**config.mk**
```make
export PLATFORM = sky130hd
export DESIGN_NAME = svc_div
export DESIGN_NICKNAME = d
export VERILOG_FILES = /design/src/svc_pkg.sv /design/src/svc_div.sv
export SDC_FILE = /design/constraint.sdc
export NUM_CORES = 1
export LEC_CHECK = 0
export BUFFER_PORTS_ARGS = -buffer_cell sky130_fd_sc_hd__buf_2
export CAP_MARGIN = 20
export CORE_ASPECT_RATIO = 1.25
export CORE_MARGIN = 4
export CORE_UTILIZATION = 41
export DETAILED_ROUTE_END_ITERATION = 6
export GPL_TIMING_DRIVEN = 0
export SLEW_MARGIN = 20
export SYNTH_ARGS = -nofsm -noshare
export SYNTH_HDL_FRONTEND = slang
export SYNTH_SLANG_ARGS = --single-unit
```
**constraint.sdc**
```tcl
create_clock -name i_clk -period 4.7 [get_ports i_clk]
set_input_delay 0.47 -clock i_clk [delete_from_list [all_inputs] [get_ports i_clk]]
set_output_delay 0.47 -clock i_clk [all_outputs]
set_load 0.01 [all_outputs]
```
**src/svc_pkg.sv**
```systemverilog
// Shared widths, constants and codes for the seismic velocity converter.
package svc_pkg;

    localparam int AXIS_W        = 24;
    localparam int VEL_W         = 20;
    localparam int PROD_W        = 64;
    localparam int MUL_A_W       = 40;
    localparam int MUL_B_W       = 24;
    localparam int DEN_W         = 24;
    localparam int ROOT_W        = 33;
    localparam int KIND_W        = 2;
    localparam int CFG_IDX_W     = 2;
    localparam int STAT_W        = 2;
    localparam int MAX_PAIRS_DEF = 256;

    typedef logic [AXIS_W-1:0] t_axis;
    typedef logic [VEL_W-1:0]  t_vel;
    typedef logic [PROD_W-1:0] t_prod;

    localparam t_axis AXIS_MAX = '1;
    localparam t_vel  VEL_MAX  = '1;

    // time/depth scale factors (ms two-way time, Q-formats cancel)
    localparam logic [DEN_W-1:0] K_FIRST = DEN_W'(32000);
    localparam logic [DEN_W-1:0] K_STEP  = DEN_W'(64000);

    // velocity kinds
    localparam logic [KIND_W-1:0] VK_RMS = 2'd0;
    localparam logic [KIND_W-1:0] VK_AVG = 2'd1;
    localparam logic [KIND_W-1:0] VK_INT = 2'd2;
    localparam logic [KIND_W-1:0] VK_ALT = 2'd3;

    // axis kinds
    localparam logic AX_TIME  = 1'b0;
    localparam logic AX_DEPTH = 1'b1;

    // commands
    localparam logic CMD_LOAD  = 1'b0;
    localparam logic CMD_QUERY = 1'b1;

    // status codes
    localparam logic [STAT_W-1:0] ST_OK       = 2'd0;
    localparam logic [STAT_W-1:0] ST_NO_TABLE = 2'd1;
    localparam logic [STAT_W-1:0] ST_SAT      = 2'd2;

    // register indexes
    localparam logic [CFG_IDX_W-1:0] REG_IN_VK  = 2'd0;
    localparam logic [CFG_IDX_W-1:0] REG_IN_AX  = 2'd1;
    localparam logic [CFG_IDX_W-1:0] REG_OUT_VK = 2'd2;
    localparam logic [CFG_IDX_W-1:0] REG_OUT_AX = 2'd3;

endpackage

```
**src/svc_div.sv**
```systemverilog
// Restoring divider, one quotient bit per cycle, rounds half up at the end.
module svc_div (
    input  logic                      i_clk,
    input  logic                      i_rst_n,
    input  logic                      i_start,
    input  svc_pkg::t_prod            i_num,
    input  logic [svc_pkg::DEN_W-1:0] i_den,
    output logic                      o_done,
    output svc_pkg::t_prod            o_quo
);
    import svc_pkg::*;

    localparam int CNT_W = $clog2(PROD_W);

    logic             r_busy;
    logic             r_fin;
    logic             r_done;
    logic [CNT_W-1:0] r_cnt;
    logic [DEN_W-1:0] r_rem;
    logic [DEN_W-1:0] r_den;
    t_prod            r_quo;

    logic [DEN_W:0]   rem2;
    logic             ge;
    logic [DEN_W:0]   rem_n;

    always_comb begin
        rem2  = {r_rem, r_quo[PROD_W-1]};
        ge    = (rem2 >= {1'b0, r_den});
        rem_n = ge ? (rem2 - {1'b0, r_den}) : rem2;
    end

    always_ff @(posedge i_clk) begin
        if (!i_rst_n) begin
            r_busy <= 1'b0;
            r_fin  <= 1'b0;
            r_done <= 1'b0;
            r_cnt  <= '0;
        end else begin
            r_done <= 1'b0;
            r_fin  <= 1'b0;
            if (i_start) begin
                r_busy <= 1'b1;
                r_cnt  <= '0;
            end else if (r_busy) begin
                r_cnt <= r_cnt + 1'b1;
                if (r_cnt == CNT_W'(PROD_W - 1)) begin
                    r_busy <= 1'b0;
                    r_fin  <= 1'b1;
                end
            end else if (r_fin) begin
                r_done <= 1'b1;
            end
        end
    end

    always_ff @(posedge i_clk) begin
        if (i_start) begin
            r_rem <= '0;
            r_den <= i_den;
            r_quo <= i_num;
        end else if (r_busy) begin
            r_rem <= rem_n[DEN_W-1:0];
            r_quo <= {r_quo[PROD_W-2:0], ge};
        end else if (r_fin) begin
            // round to nearest: 2*rem >= den
            if ({r_rem, 1'b0} >= {1'b0, r_den}) begin
                r_quo <= r_quo + 1'b1;
            end
        end
    end

    assign o_done = r_done;
    assign o_quo  = r_quo;

endmodule

```
==> summary.txt <==
Logic synthesis
  • Ys flop type: edfxtp_1
  • Share of flip-flops with an asynchronous set or reset: 0%
  • Synthesized cell area: just over 8000 sq um
  • Post-synth net total: between 1000 and 1500
  • Yosys cell types: between 80 and 90
  • Number of synthesized flops with an enable pin: 88
  • Syn_area_per_cell: ~8.9 sq um
  • Synth warn: 0
  • Post-synth top area share: approximately a third
  • Mapped Cells: 919
  • FF+latch count, synth: 121
  • Register area share after synthesis: 40.5%
  • Area contributors post-synth: edfxtp_1, dfxtp_1, a21oi_1, nand2_1, nor2_1
  • Biggest area consumer among synthesized cells: edfxtp_1

Pwr
  • Leakage: just over 0.004 uW
  • Power Dens Cells: roughly 350 nW/um^2
  • Peak VDD IR: about 0.00024 V

Layout
  • Commonest non-fill, non-tap cell in the layout: buf_2
  • Area Overhead vs Synth: 20.6%
  • Commonest cells after routing, fill and taps aside: buf_2, nand2_1, a21oi_1
  • Antenna Diode Count: 0
  • Share of cells above drive strength 1: a little over a fifth
  • Nets: 1212
  • Finished Layout Cells: 1372

STA
  • Slew Limit Fails: 0
  • TNS Setup: 0 ns
  • Fin crit share: ~65%
  • Fmax: between 0.3 and 0.4 GHz
  • WHS: about 0.23 ns
  • Final worst slack: around 1.7 ns
  • RSZ-0062 raised after global routing: no
  • Minimum clock period after layout: between 3 and 4 ns
  • Tightest Pin Transition: between 0.8 and 0.9 ns
  • Endpoints failing setup: 0
  • Clock Skew: a little over 0.009 ns
  • Max_slew headroom: a little under half
  • Final Hold Violating Endpoints: 0

Route
  • Drt initial violations: 460
  • DR pass1 iterations: 5
  • Total number of vias: roughly 7700
  • Residual DRC count: 0
  • Drt wl/cell: roughly 19 microns
  • Total routed wirelength: 25600 microns
  • Vias per Instance: approximately 5.6
  • Post-DRT Antenna Nets: 0

Worst setup path
  • Critical Path Source Type: flip-flop
  • Worst reg2reg path depth: 9
  • Crit Reg-Reg Endpoint: o_quo[9]
  • Worst reg-to-reg setup slack: approximately 1.7 ns
  • Worst Setup Path Type: flip-flop to flip-flop
  • Crit. End Element: flip-flop
  • Worst EP arrival: between 3 and 4 ns
  • Crit path max fanout: 39
  • Critical register-to-register path startpoint: r_den[10]
  • Worst Path Required: just under 5 ns

CTS
  • CTS Buffer Depth: 2
  • Clk pin slew, worst setup/hold paths: 0.06 ns
  • Clock Latency Late Sink: around 0.42 ns
  • Hold-fix buffers at CTS: 0
  • TritonCTS clock tree: done
  • Number of buffers created by CTS: 17
  • Root buf cell: clkbuf_16
  • Post_cts resized: 0
  • H-tree Lvls: 4
  • Post-CTS Setup Inserts: 0
  • CTS sink count: around 120

GRT
  • First-pass GRT wire length: 40200 microns
  • GR Util All Layers: 22.7%
  • Number of global-route vias before repair: 7428
  • GRT overflow: 0
  • Pin count of the biggest net entering global routing: 40
  • Initial antenna violation count: 0

Flow run
  • Maxcap violations: 0

Hold path
  • Hold WC Path Type: input port to flip-flop
  • Hold Path End: r_den[2]
  • Hold path cells: 1
  • Hold path start: i_den[2]

Floorplan
  • FP Rows: 57
  • Io pins: between 150 and 200
  • Initial Utilization: roughly two fifths
  • Die ar.: 22200 sq um
  • Chip width: between 100 and 150 microns
  • Core Area: 19500 sq um
  • Die H: 166 microns

Placement
  • Placed instance count: between 1000 and 1500
  • HPWL Detailed: between 15000 and 20000 microns
  • Number of I/O port buffers: about 160
  • Dpl ws: 1.67 ns
  • RePlAce Congestion: 0.883

Run status
  • Outcome: complete, no violations
state kept, by name, summed over array words and instances, names as in the netlist:
register and cells:
r_rem 24, o_quo 64, o_done 1, r_busy 1
r_fin 1, r_den 24, r_cnt 6
synth_stat cells (13+ instances only):
cell type and instances:
nand2_1 115, and3_1 17, a21oi_1 97, dfxtp_1 33
edfxtp_1 88, nand3_1 22, o21ai_0 50, xnor2_1 28
nand4_1 16, ha_1 26, a211oi_1 20, clkbuf_1 33
o31ai_1 22, mux2_2 13, mux2i_1 18, nor2_1 96
inv_1 35, nor3_1 19
power breakdown:
part / total, uW / leakage [uW] / switching (uW) / internal, uW
Clock: 1230 / 0.000271 / 466 / 760
Combinational: 787 / 0.00262 / 460 / 327
Sequential: 1410 / 0.00116 / 133 / 1270
Total: 3420 / 0.00405 / 1060 / 2360
final cells by class:
class	instances	area, sq um
plain buffers	48	215
flip-flops and latches	121	3300
fillers	1953	9700
clock inverters	3	15.0
repair buffers	156	796
multi-input cells	714	4520
well taps	265	332
clock buffers	29	532
inverters	36	135
cell families (layout without fill, tap and decap cells):
family          count (synthesis)  after routing  share of synthesized area, %
compound gates                268            268                          20.9
simple gates                  350            350                          22.1
flops                         121            121                          40.5
fa+ha+maj                      27             27                          4.23
mux                            31             31                          4.00
buf+inv                        84            272                          4.29
xor+xnor                       38             38                          4.08
worst max-delay path by stage:
stage                   start        end  slack (ns)  cells after the start
floorplan           r_den[14]   o_quo[0]        1.24                      8
global placement    r_den[18]  o_quo[12]        0.05                      8
detailed placement  r_den[10]  o_quo[13]        1.67                      9
CTS                 r_den[18]   o_quo[9]        1.68                      9
global route        r_den[18]   o_quo[9]        1.42                      9
finish              r_den[10]   o_quo[9]        1.66                      9
routing by layer:
| metal | global-route usage (%) | vias up | routed length (microns) |
|---|---|---|---|
| li1 | - | 3722 | - |
| met2 | 39.5 | 263 | 12900 |
| met1 | 28.2 | 3653 | 10500 |
| met5 | 0 | - | 0 |
| met3 | 3.55 | 43 | 1620 |
| met4 | 8.68 | 0 | 658 |
critical path, cell delays in order, from the launching register on:
cell	delay, ns
edfxtp_1	0.34
inv_1	0.04
ha_1	0.37
a21oi_2	0.20
o21ai_1	0.11
a311oi_1	0.46
o21ai_1	0.24
o21ai_0	0.35
nand2_4	0.31
buf_12	0.33
per-stage QoR:
step / instance area, sq um / util, % / total power [uW]
5_1_grt: 9840 / 50.4 / 3590
2_1_floorplan: 8160 / - / 1920
6_report: 9840 / 50.4 / 3420
3_3_place_gp: 9270 / 47.4 / 2200
3_5_place_dp: 9300 / 47.6 / 2210
4_1_cts: 9840 / 50.4 / 3440
Power figures use the tool's default switching activity.
