`config.mk`:
```
export PLATFORM = sky130hd
export DESIGN_NAME = svc_mul
export DESIGN_NICKNAME = d
export VERILOG_FILES = /design/src/svc_pkg.sv /design/src/svc_mul.sv
export SDC_FILE = /design/constraint.sdc
export NUM_CORES = 1
export LEC_CHECK = 0
export BUFFER_PORTS_ARGS = -buffer_cell sky130_fd_sc_hd__buf_2
export CAP_MARGIN = 20
export CORE_UTILIZATION = 60
export CTS_BUF_LIST = sky130_fd_sc_hd__clkbuf_4
export CTS_CLUSTER_SIZE = 14
export DETAILED_ROUTE_END_ITERATION = 16
export PLACE_DENSITY_LB_ADDON = 0.25
export SETUP_SLACK_MARGIN = 0.2
export SLEW_MARGIN = 20
export SYNTH_ARGS = -nofsm -noshare
export SYNTH_HDL_FRONTEND = slang
export SYNTH_SLANG_ARGS = --single-unit
export TNS_END_PERCENT = 10
```
`constraint.sdc`:
```
create_clock -name i_clk -period 3.5 [get_ports i_clk]
set_clock_uncertainty 0.05 [all_clocks]
set_input_delay 0.175 -clock i_clk [delete_from_list [all_inputs] [get_ports i_clk]]
set_output_delay 0.175 -clock i_clk [all_outputs]
set_load 0.01 [all_outputs]
```
`src/svc_pkg.sv`:
```
// Shared widths, constants and codes for the seismic velocity converter.
package svc_pkg;

    localparam int AXIS_W        = 24;
    localparam int VEL_W         = 20;
    localparam int PROD_W        = 64;
    localparam int MUL_A_W       = 40;
    localparam int MUL_B_W       = 24;
    localparam int DEN_W         = 24;
    localparam int ROOT_W        = 33;
    localparam int KIND_W        = 2;
    localparam int CFG_IDX_W     = 2;
    localparam int STAT_W        = 2;
    localparam int MAX_PAIRS_DEF = 256;

    typedef logic [AXIS_W-1:0] t_axis;
    typedef logic [VEL_W-1:0]  t_vel;
    typedef logic [PROD_W-1:0] t_prod;

    localparam t_axis AXIS_MAX = '1;
    localparam t_vel  VEL_MAX  = '1;

    // time/depth scale factors (ms two-way time, Q-formats cancel)
    localparam logic [DEN_W-1:0] K_FIRST = DEN_W'(32000);
    localparam logic [DEN_W-1:0] K_STEP  = DEN_W'(64000);

    // velocity kinds
    localparam logic [KIND_W-1:0] VK_RMS = 2'd0;
    localparam logic [KIND_W-1:0] VK_AVG = 2'd1;
    localparam logic [KIND_W-1:0] VK_INT = 2'd2;
    localparam logic [KIND_W-1:0] VK_ALT = 2'd3;

    // axis kinds
    localparam logic AX_TIME  = 1'b0;
    localparam logic AX_DEPTH = 1'b1;

    // commands
    localparam logic CMD_LOAD  = 1'b0;
    localparam logic CMD_QUERY = 1'b1;

    // status codes
    localparam logic [STAT_W-1:0] ST_OK       = 2'd0;
    localparam logic [STAT_W-1:0] ST_NO_TABLE = 2'd1;
    localparam logic [STAT_W-1:0] ST_SAT      = 2'd2;

    // register indexes
    localparam logic [CFG_IDX_W-1:0] REG_IN_VK  = 2'd0;
    localparam logic [CFG_IDX_W-1:0] REG_IN_AX  = 2'd1;
    localparam logic [CFG_IDX_W-1:0] REG_OUT_VK = 2'd2;
    localparam logic [CFG_IDX_W-1:0] REG_OUT_AX = 2'd3;

endpackage

```
`src/svc_mul.sv`:
```
// Shift-add multiplier, one multiplier bit per cycle.
module svc_mul (
    input  logic                        i_clk,
    input  logic                        i_rst_n,
    input  logic                        i_start,
    input  logic [svc_pkg::MUL_A_W-1:0] i_a,
    input  logic [svc_pkg::MUL_B_W-1:0] i_b,
    output logic                        o_done,
    output svc_pkg::t_prod              o_prod
);
    import svc_pkg::*;

    localparam int CNT_W = $clog2(MUL_B_W);

    logic               r_busy;
    logic               r_done;
    logic [CNT_W-1:0]   r_cnt;
    t_prod              r_acc;
    t_prod              r_mcand;
    logic [MUL_B_W-1:0] r_mplier;

    always_ff @(posedge i_clk) begin
        if (!i_rst_n) begin
            r_busy <= 1'b0;
            r_done <= 1'b0;
            r_cnt  <= '0;
        end else begin
            r_done <= 1'b0;
            if (i_start) begin
                r_busy <= 1'b1;
                r_cnt  <= '0;
            end else if (r_busy) begin
                r_cnt <= r_cnt + 1'b1;
                if (r_cnt == CNT_W'(MUL_B_W - 1)) begin
                    r_busy <= 1'b0;
                    r_done <= 1'b1;
                end
            end
        end
    end

    always_ff @(posedge i_clk) begin
        if (i_start) begin
            r_acc    <= '0;
            r_mcand  <= PROD_W'(i_a);
            r_mplier <= i_b;
        end else if (r_busy) begin
            if (r_mplier[0]) begin
                r_acc <= r_acc + r_mcand;
            end
            r_mcand  <= r_mcand << 1;
            r_mplier <= r_mplier >> 1;
        end
    end

    assign o_done = r_done;
    assign o_prod = r_acc;

endmodule

```
==> flow_summary_export.csv <==
group,metric,value,unit
outcome,status,"complete, no violations",
clock_network,clock-sinks,159,
routing,vias_per_cell,5.90,
critical_path,r2r_slack,0.37,ns
yosys,yosys_warnings,0,
routing,drc,0,
critical_path,path_class,"reg2reg",
clock_network,clock_latency,0.58,ns
cells_and_area,multi_input_area,0.00572,mm²
routing,dr.pass1.iters,6,
yosys,async_flop_share,0,%
floorplanning,core_region_area,0.0159,mm²
timing,setup-violations-final,0,
critical_path,crit_chain,"ha_1, nand2_1, o21ai_0, a21oi_1, o221ai_1, o2111ai_2, a21oi_2, a211oi_2, o41ai_2, xnor2_1, o21ai_1",
timing,finalSetupTns,0,ns
yosys,syn_area_per_cell,9.09,µm²
critical_path,cp_top_family,"compound AO/OA/AOI/OAI gates",
power,power_density,379,mW/mm²
critical_path,required,3.91,ns
clock_network,cts_buffers,17,
critical_path,reg2reg_from,"r_mcand[15]",
timing,drv_slew,0,
routing,vias,8654,
clock_network,cts_htree_levels,4,
critical_path,crit_end,"o_prod[60]",
yosys,ys_seq_area_share,38.9,%
clock_network,ctsLongestPathBuffers,2,
yosys,synthFlopType,"dfxtp_1",
cells_and_area,layout_commonest_cell,"nand2_1",
timing,max_freq,0.320,GHz
power,irDropWorstVdd,0.306,mV
timing,hold_slack,0.348,ns
timing,min_period,3.13,ns
cells_and_area,final_cell_mix,"nand2_1 (147), buf_2 (130), a21oi_1 (111)",
yosys,synth_nets,1214,
timing,slew_headroom,50.6,%
cells_and_area,syn_to_final_growth,17.8,%
critical_path,r2r_cells,11,
floorplanning,rows,46,
clock_network,clk_pin_slew_worst_paths,0.15,ns
critical_path,critPathMaxStageDelay,0.45,ns
min_path,min_path_type,"in2reg",
run,drv_cap,0,
cells_and_area,seqCellArea,0.00382,mm²
critical_path,critPathSlowestCell,"ha_1",
routing,drt_iter0_drc,645,
floorplanning,io_pins,132,
global_route,grt_pass1_vias,8317,
floorplanning,die_area,0.0169,mm²
clock_network,cts_root_buf,"clkbuf_4",
clock_network,cts_tree,"yes",
critical_path,cp_num_cells,11,
critical_path,worstReg2RegEnd,"o_prod[60]",
power,p_leak,4.99,nW
critical_path,critPathLaunchType,"flop",
global_route,track_usage,29.3,%
cells_and_area,final_layout_size_suffix_gt1_share,20.9,%
cells_and_area,nets,1369,
yosys,synth_seq_cells,159,
floorplanning,die_height,130,µm
global_route,grt_first_pass_wirelength,39500,µm
global_route,grt_start_max_net_pins,65,
yosys,synth.distinct_cells,72,
critical_path,crit_path_end_kind,"flop",
timing,hold_viol,0,
placed_design,dp_hpwl,16500,µm
yosys,synth_cells,1082,
critical_path,cp_max_fo,8,
placed_design,gp_congestion,0.944,
global_route,overflow,0,
critical_path,cp_num_buf_inv,0,
yosys,synth_edf_count,64,
placed_design,port_buffers,131,
timing,worstMarginPinSlew,0.741,ns
routing,drtAntennaViolNets,0,
critical_path,arrival,3.54,ns
cells_and_area,n_fill_cell,1259,
floorplanning,start_util,61.7,%
global_route,antenna_found_initial,1,
critical_path,crit_start,"r_mcand[15]",
routing,wl_per_cell,16.2,µm
timing,rsz0062_at_grt,"yes",
floorplanning,die_x,130,µm
routing,wl,23800,µm
yosys,syn_area,0.00984,mm²
clock_network,post_cts_buffers,0,
timing,fin_crit_sh,89.4,%
-- kinds of logic after synthesis --
logic type / after synthesis / share of synthesized area, %
compound gates: 294 / 19.5
xor+xnor: 54 / 4.81
fa+ha+maj: 65 / 8.34
buf+inv: 84 / 3.31
flops: 159 / 38.9
mux: 87 / 9.64
simple gates: 339 / 15.5
-- worst register-to-register path: stages (launching register included) --
cell       delay [ns]
edfxtp_1         0.44
ha_1             0.45
nand2_1          0.10
o21ai_0          0.33
a21oi_1          0.14
o221ai_1         0.30
o2111ai_2        0.22
a21oi_2          0.25
a211oi_2         0.14
o41ai_2          0.37
xnor2_1          0.17
o21ai_1          0.07
-- layer usage --
metal  track usage [%]  vias to the layer above  share of wire (%)
li1                  -                     4265                  -
met1              37.0                     4070                 44
met2              49.4                      266                 49
met3              6.19                       53                4.9
met4              10.5                        0                2.4
met5                 0                        -                  0
-- sequential cells by signal, indices dropped and copies added (netlist names) --
name      flops
r_mcand      64
r_mplier     24
r_busy        1
o_done        1
o_prod       64
r_cnt         5
-- through the flow --
stage,utilization [%],cells,area [µm²],setup slack [ns],total power [mW]
3_5_place_dp,66.4,1368,10600,0.240,3.13
6_report,72.7,1467,11600,0.372,4.40
4_1_cts,72.5,1466,11600,0.198,4.39
3_3_place_gp,66.4,1368,10600,0.351,3.10
2_1_floorplan,-,1082,9840,0.633,2.88
5_1_grt,72.7,1467,11600,0.160,4.60
-- layout make-up --
class	count	area share (%)
multi-input cells	839	49.4
inverters	12	0.389
flip-flops and latches	159	33.0
repair buffers	208	12.2
diodes	1	0.0216
clock inverters	15	1.62
well taps	216	2.33
clock buffers	17	1.10
-- Yosys cell counts, types with 6 or more instances --
| cell | number | area [µm²] |
|---|---|---|
| nand2_1 | 149 | 559 |
| clkbuf_1 | 54 | 203 |
| o21a_1 | 12 | 90.1 |
| nand3_1 | 25 | 125 |
| a21o_1 | 36 | 270 |
| dfxtp_1 | 95 | 1900 |
| o21bai_1 | 15 | 113 |
| a21oi_1 | 112 | 561 |
| nand4_1 | 27 | 169 |
| a31oi_1 | 11 | 68.8 |
| and3_1 | 8 | 50.1 |
| nor3_1 | 22 | 110 |
| ha_1 | 64 | 801 |
| inv_1 | 12 | 45.0 |
| nor2_1 | 74 | 278 |
| o21ai_0 | 36 | 180 |
| mux2_2 | 62 | 698 |
| and2_1 | 6 | 37.5 |
| a211oi_1 | 13 | 97.6 |
| mux2i_1 | 25 | 250 |
| xor2_1 | 20 | 175 |
| xnor2_1 | 34 | 298 |
| buf_2 | 7 | 35.0 |
| nor2b_1 | 6 | 37.5 |
| edfxtp_1 | 64 | 1920 |
| buf_1 | 10 | 37.5 |
-- how the worst min path moves through the flow --
| stage | from | to | slack, ns | cells after the start |
|---|---|---|---|---|
| CTS | i_rst_n | r_busy | 0.28 | 3 |
| floorplan | i_rst_n | r_busy | 0.25 | 1 |
| global route | i_rst_n | r_busy | 0.32 | 3 |
| finish | i_rst_n | r_busy | 0.35 | 3 |
| detailed placement | i_rst_n | r_busy | 0.37 | 2 |
| global placement | i_rst_n | r_busy | 0.36 | 2 |
-- where the power goes --
part | switching, mW | internal, mW | leakage (nW)
combinational | 0.572 | 0.447 | 3.40
sequential | 0.0795 | 2.07 | 1.42
clock | 0.768 | 0.461 | 0.168
-- repair_timing --
| action | in CTS | in global routing |
|---|---|---|
| endpoints found under the setup margin | 1 | 15 |
| hold buffers | 66 | 0 |
| pin swaps | 0 | 2 |
| endpoints found under the hold margin | 95 | 0 |
| gates resized for setup | 0 | 7 |
| cloned | 0 | 0 |
No activity file was read; power rests on OpenSTA's default activity.
